--- config.mk ---
export PLATFORM = sky130hd
export DESIGN_NAME = qphi_ctrl
export DESIGN_NICKNAME = d
export VERILOG_FILES = /design/src/quadratic_probe_hash_insert_unit_defines.svh /design/src/qphi_pkg.sv /design/src/qphi_ctrl.sv
export SDC_FILE = /design/constraint.sdc
export NUM_CORES = 1
export LEC_CHECK = 0
export BUFFER_PORTS_ARGS = -buffer_cell sky130_fd_sc_hd__buf_2
export CORE_MARGIN = 8
export CORE_UTILIZATION = 25
export CTS_CLUSTER_DIAMETER = 200
export CTS_CLUSTER_SIZE = 8
export DETAILED_ROUTE_END_ITERATION = 12
export PLACE_DENSITY_LB_ADDON = 0.15
export SLEW_MARGIN = 20
export SYNTH_ARGS = -nofsm -noshare
export SYNTH_HDL_FRONTEND = slang
export SYNTH_SLANG_ARGS = --single-unit
--- constraint.sdc ---
create_clock -name clk -period 2 [get_ports clk]
set_input_delay 0.3 -clock clk [delete_from_list [all_inputs] [get_ports clk]]
set_output_delay 0.3 -clock clk [all_outputs]
set_load 0.02 [all_outputs]
--- src/quadratic_probe_hash_insert_unit_defines.svh ---
// assertion helpers shared by the hash insert unit
`ifndef QUADRATIC_PROBE_HASH_INSERT_UNIT_DEFINES_SVH
`define QUADRATIC_PROBE_HASH_INSERT_UNIT_DEFINES_SVH

// same-cycle implication, disabled in reset
`define QPHI_ASSERT_IMP(label, ante, cons, msg) \
  label: assert property (@(posedge clk) disable iff (rst) (ante) |-> (cons)) \
    else $error(msg);

// next-cycle implication, disabled in reset
`define QPHI_ASSERT_NXT(label, ante, cons, msg) \
  label: assert property (@(posedge clk) disable iff (rst) (ante) |=> (cons)) \
    else $error(msg);

`endif

--- src/qphi_pkg.sv ---
package qphi_pkg;

  // width of the table size register
  localparam int CFG_W = 15;

  // result codes
  typedef enum logic [1:0] {
    ST_INSERTED = 2'd0,
    ST_PRESENT  = 2'd1,
    ST_FULL     = 2'd2,
    ST_CLEARED  = 2'd3
  } status_t;

  // commands from controller to datapath
  typedef struct packed {
    logic    load;
    logic    div_step;
    logic    probe_init;
    logic    probe_next;
    logic    mem_write_key;
    logic    sweep_step;
    logic    result_push;
    status_t result_code;
  } qphi_cmd_t;

  // status from datapath to controller
  typedef struct packed {
    logic div_done;
    logic sweep_last;
    logic slot_free;
    logic key_match;
    logic wrapped;
    logic out_busy;
  } qphi_sts_t;

endpackage

--- src/qphi_ctrl.sv ---
module qphi_ctrl (
  input  logic                clk,
  input  logic                rst,
  input  logic                in_valid,
  input  logic                action,
  input  qphi_pkg::qphi_sts_t sts,
  output qphi_pkg::qphi_cmd_t cmd,
  output logic                in_ready
);

  import qphi_pkg::*;

  typedef enum logic [6:0] {
    S_INIT   = 7'b0000001,
    S_IDLE   = 7'b0000010,
    S_DIV    = 7'b0000100,
    S_HOME   = 7'b0001000,
    S_CHECK  = 7'b0010000,
    S_CLEAR  = 7'b0100000,
    S_REPORT = 7'b1000000
  } ctrl_state_t;

  ctrl_state_t state;
  ctrl_state_t state_next;
  logic        settled;

  // state register, clearing pass runs straight after reset
  always_ff @(posedge clk) begin
    if (rst) begin
      state <= S_INIT;
    end else begin
      state <= state_next;
    end
  end

  assign in_ready = (state == S_IDLE);
  assign settled  = sts.slot_free | sts.key_match | sts.wrapped;

  // next state and command decode
  always_comb begin
    state_next      = state;
    cmd             = '0;
    cmd.result_code = ST_INSERTED;
    unique case (state)
      S_INIT: begin
        cmd.sweep_step = 1'b1;
        if (sts.sweep_last) begin
          state_next = S_IDLE;
        end
      end
      S_IDLE: begin
        if (in_valid) begin
          if (action) begin
            state_next = S_CLEAR;
          end else begin
            cmd.load   = 1'b1;
            state_next = S_DIV;
          end
        end
      end
      S_DIV: begin
        cmd.div_step = 1'b1;
        if (sts.div_done) begin
          state_next = S_HOME;
        end
      end
      S_HOME: begin
        cmd.probe_init = 1'b1;
        state_next     = S_CHECK;
      end
      S_CHECK: begin
        if (!settled) begin
          cmd.probe_next = 1'b1;
        end else if (!sts.out_busy) begin
          cmd.result_push = 1'b1;
          state_next      = S_IDLE;
          if (sts.slot_free) begin
            cmd.mem_write_key = 1'b1;
            cmd.result_code   = ST_INSERTED;
          end else if (sts.key_match) begin
            cmd.result_code = ST_PRESENT;
          end else begin
            cmd.result_code = ST_FULL;
          end
        end
      end
      S_CLEAR: begin
        cmd.sweep_step = 1'b1;
        if (sts.sweep_last) begin
          state_next = S_REPORT;
        end
      end
      S_REPORT: begin
        if (!sts.out_busy) begin
          cmd.result_push = 1'b1;
          cmd.result_code = ST_CLEARED;
          state_next      = S_IDLE;
        end
      end
      default: begin
        state_next = S_INIT;
      end
    endcase
  end

endmodule

Word level (Yosys, flattened, before mapping)
Cells that the tools add are included.

word-level totals
  output and inout port bits = 10
  RAM bits = 0
  word-level logic and storage cells = 42
  memory bits (read-only) = 0
  bits of input ports = 10
  bits in latches = 0
  register bits = 7
  memories = 0

operators by class
  $mul = 0
  reduce and logical (&&, ||, !) cells = 2
  shifts and indexed selects = 0
  magnitude comparators = 0
  bitwise logic cells = 2
  multiplexer cells = 25
  eq/ne operators = 12
  add/sub/neg operators = 0
  div/mod/pow operators = 0

operators with widths
  cell                                                                    number
  7-bit case mux with 7 select lines                                      1
  7-bit two-way mux                                                       6
  1-bit two-way mux                                                       10
  2-bit inequality test (second input constant)                           5
  3-bit two-way mux                                                       3
  7-bit by 1-bit equality test with 1-bit output (second input constant)  1
  7-bit by 2-bit equality test with 1-bit output (second input constant)  1
  7-bit by 3-bit equality test with 1-bit output (second input constant)  1
  7-bit by 4-bit equality test with 1-bit output (second input constant)  1
  7-bit by 5-bit equality test with 1-bit output (second input constant)  1
  7-bit by 6-bit equality test with 1-bit output (second input constant)  1
  7-bit equality test (second input constant)                             1
  2-bit two-way mux                                                       3
  6-bit two-way mux                                                       1
  3-bit case mux with 2 select lines                                      1
  5-bit AND reduction                                                     1
  1-bit bitwise OR                                                        2
  2-bit OR reduction                                                      1

Logic depth before layout (Yosys ltp)
  word-level depth = 5
  mapped depth = 6
  gate-level depth less buffers = 5

Least setup slack after synthesis
OpenSTA, ideal clock, no wires.

  path type = flip-flop to output port
  start = register state[2]
  end = output port cmd[0] in the netlist's numbering
  buffers on the path = 1
  arrival time = 1,733 ps
  setup slack = -33 ps
  stages on the path, launching flop included = 6
  data required time = 1,700 ps
  path through = dfxtp_1 buf_6 or3_4 or3_1 or2_1 a21oi_1

RTL lines
  element                 RTL line         RTL
  start, declared         qphi_ctrl.sv:23  ctrl_state_t state;
  start signal, assigned  qphi_ctrl.sv:32  state <= state_next;
  end, declared           qphi_ctrl.sv:7   output qphi_pkg::qphi_cmd_t cmd,

==> results by group <==
Run status
  • Status: finished, violations left
  • Failing checks: setup timing

Route
  • Routed Antenna Nets: 0
  • DR DRC count: 0
  • Avg WL per Cell: 15.4 microns
  • Initial DRT Pass Iterations: 4
  • DR iter-0 viols: 37
  • Via count: 776
  • Detailed Route WL: 2.20 mm
  • Vias per inst: 5.43

STA
  • Slew @ Worst Pin: 0.433 ns
  • Post-route setup TNS: -0.680 ns
  • RSZ-0062 raised after global routing: yes
  • Setup Skew: 0.00290 ns
  • Tcrit/Tclk final: 107%
  • Fin. Hold Viols: 0
  • Final Max Slew Viols: 0
  • Fin crit period: 2.15 ns
  • Fmax: 466 MHz
  • Final WS setup: -0.148 ns
  • Finish-stage setup viols: 6
  • Worst slew margin: 70.4%

Synth
  • Yosys top cell area share: 21.9%
  • Seq/Total Area, Yosys: 21.9%
  • Top-count cell post-synth: dfxtp_1
  • Synth cell count leaders: dfxtp_1 (7), inv_1 (6), a21oi_1 (5), nor2_1 (5), or4_1 (4)
  • Synth cell types: 41
  • Post-Syn Area per Cell: 7.72 sq um
  • Cell area after synthesis: 641 sq um
  • Synth top area cells: dfxtp_1 (22%), or4_1 (4.7%), or3b_2 (4.1%), a21oi_1 (3.9%), inv_1 (3.5%)
  • Share of synthesized registers carrying an async set or reset: 0%
  • Synth area leader: dfxtp_1
  • Ys flop type: dfxtp_1
  • Synth warnings: 0
  • Synth Instances: 83
  • Number of flops mapped to enable cells by yosys: 0
  • Synth Net Count: 93
  • Flops & latches, synth: 7

CTS
  • CTS sink cnt: 7
  • TritonCTS clock tree: built
  • H-tree Lvls: 1
  • Root buf cell: clkbuf_4
  • Cts hold-fix bufs: 0
  • CTS Buf Count: 3
  • CTS clk-pin slew, worst paths: 0.06 ns
  • Clock Path Buffers: 2
  • Clock latency on the worst-skew pair: 0.27 ns

Worst setup path
  • CP Capture Type: output pin
  • CP Class: reg -> out
  • Data required time at the worst endpoint: 1.70 ns
  • Critical Path Max Stage Delay: 0.39 ns
  • Crit-path leading delay family: simple AND/OR/NAND/NOR gates
  • Worst Setup Start Kind: flip-flop
  • Worst path most repeated cell: or3_4
  • Crit-path max FO: 4
  • Critical Path, Cell by Cell: or3_4 -> or3_4 -> or2_4 -> a21oi_2 -> buf_6
  • CP Buf/Inv Count: 1
  • WP data arrival: 1.85 ns
  • Worst path slowest cell: or3_4

Final layout
  • Fill count: 264
  • Biggest regs: state (7)
  • Non-Filler Instances: 143
  • Number of diodes: 0
  • Final Util: 39.0%
  • Max reg flops: 7
  • Final nets: 124
  • Reg with most FFs: state
  • Final instance area: 958 sq um
  • Share of layout cells above drive strength 1: 48.7%
  • Area Overhead vs Synth: 49.6%

GRT
  • Number of global-route vias before repair: 726
  • Largest net degree at the start of global routing: 14
  • GR Overflow Total: 0
  • GRT Total Usage: 10.1%
  • First-pass GRT wire length: 3.51 mm
  • Initial antenna violation count: 0

Flow run
  • Max-cap violations: 0

Place
  • # port buffers: 19
  • Placed inst area: 801 sq um
  • Post-Place Cells: 134
  • Post-DP HPWL: 1.47 mm
  • Gpl congestion: 0.754

Die
  • Die Wd: 66.6 microns
  • Die height: 66.6 microns
  • Rows: 18
  • Die area: 0.00444 sq mm
  • Initial Util: 26.1%
  • Core area: 0.00245 sq mm
  • Ports: 20

Pwr
  • Leak: 0.391 nW
  • Power density cells: 754 mW/mm^2
  • VDD IR max: 0.290 mV

Min path
  • HP Class: in -> reg
[per-stage QoR]
stage	hold slack [ns]	power [mW]	worst slack [ns]
floorplan	0.376	0.373	-0.0333
global placement	0.580	0.459	0.108
detailed placement	0.571	0.463	0.0798
CTS	0.307	0.660	-0.127
global route	0.304	0.761	-0.184
finish	0.296	0.723	-0.148
[where the power goes]
part / switching, mW / internal [mW] / leakage [nW] / total (mW)
clock: 0.0653 / 0.0770 / 0.0150 / 0.142
combinational: 0.192 / 0.210 / 0.319 / 0.402
sequential: 0.0217 / 0.157 / 0.0572 / 0.179
total: 0.279 / 0.444 / 0.391 / 0.723
[timing repair]
item,CTS,global route
endpoints found under the setup margin,6,8
gates resized for setup,18,9
setup buffers,2,3
pin swaps,2,5
[worst reg2reg max path: stages (launching register included)]
cell and delay (ns):
dfxtp_2 0.32, or3_4 0.39, buf_4 0.15, buf_6 0.11, or3_4 0.40, or4_1 0.41, mux2i_1 0.13
[area by class of cell]
| class | instances | area (sq um) | area share, % |
|---|---|---|---|
| Timing Repair Buffer | 33 | 236 | 24.7 |
| Tap cell | 30 | 37.5 | 3.92 |
| Inverter | 6 | 22.5 | 2.35 |
| Sequential cell | 7 | 143 | 14.9 |
| Multi-Input combinational cell | 63 | 493 | 51.4 |
| Clock buffer | 4 | 26.3 | 2.74 |
[layout by cell type (no fill, tap or decap), drive strengths merged, types with 3 or more instances in the layout]
master,count
or4,4
o21ai,3
buf,33
inv,6
dfxtp,7
or3b,3
nand2,3
nor2,5
or3,3
clkbuf,4
a21oi,5
[layer usage]
metal	up-vias	part of all wire, %	track usage (%)
met1	384	44	11.9
met2	17	50	16.2
met4	0	1.8	5.60
li1	370	-	-
met5	-	0	0
met3	5	4.3	2.68
[final timing paths]
| check | start | end | slack, ns | cells past startpoint |
|---|---|---|---|---|
| worst min-delay path | rst | state[3]$_SDFFE_PP0P_ | 0.30 | 2 |
| worst max-delay path | state[3]$_SDFFE_PP0P_ | cmd[0] | -0.15 | 5 |
| worst min register to register | state[6]$_SDFFE_PP0P_ | state[6]$_SDFFE_PP0P_ | 0.65 | 3 |
| worst max register to register | state[3]$_SDFFE_PP0P_ | state[6]$_SDFFE_PP0P_ | 0.04 | 6 |
[cell families (layout without fill, tap and decap cells)]
| family | count (synthesis) | after routing | share of synthesized area, % |
|---|---|---|---|
| mux | 1 | 1 | 1.56 |
| simple gates | 37 | 37 | 37.9 |
| flops | 7 | 7 | 21.9 |
| compound gates | 22 | 22 | 24.8 |
| buf+inv | 13 | 43 | 9.77 |
| xor+xnor | 3 | 3 | 4.10 |
No activity file was read; power rests on OpenSTA's default activity.
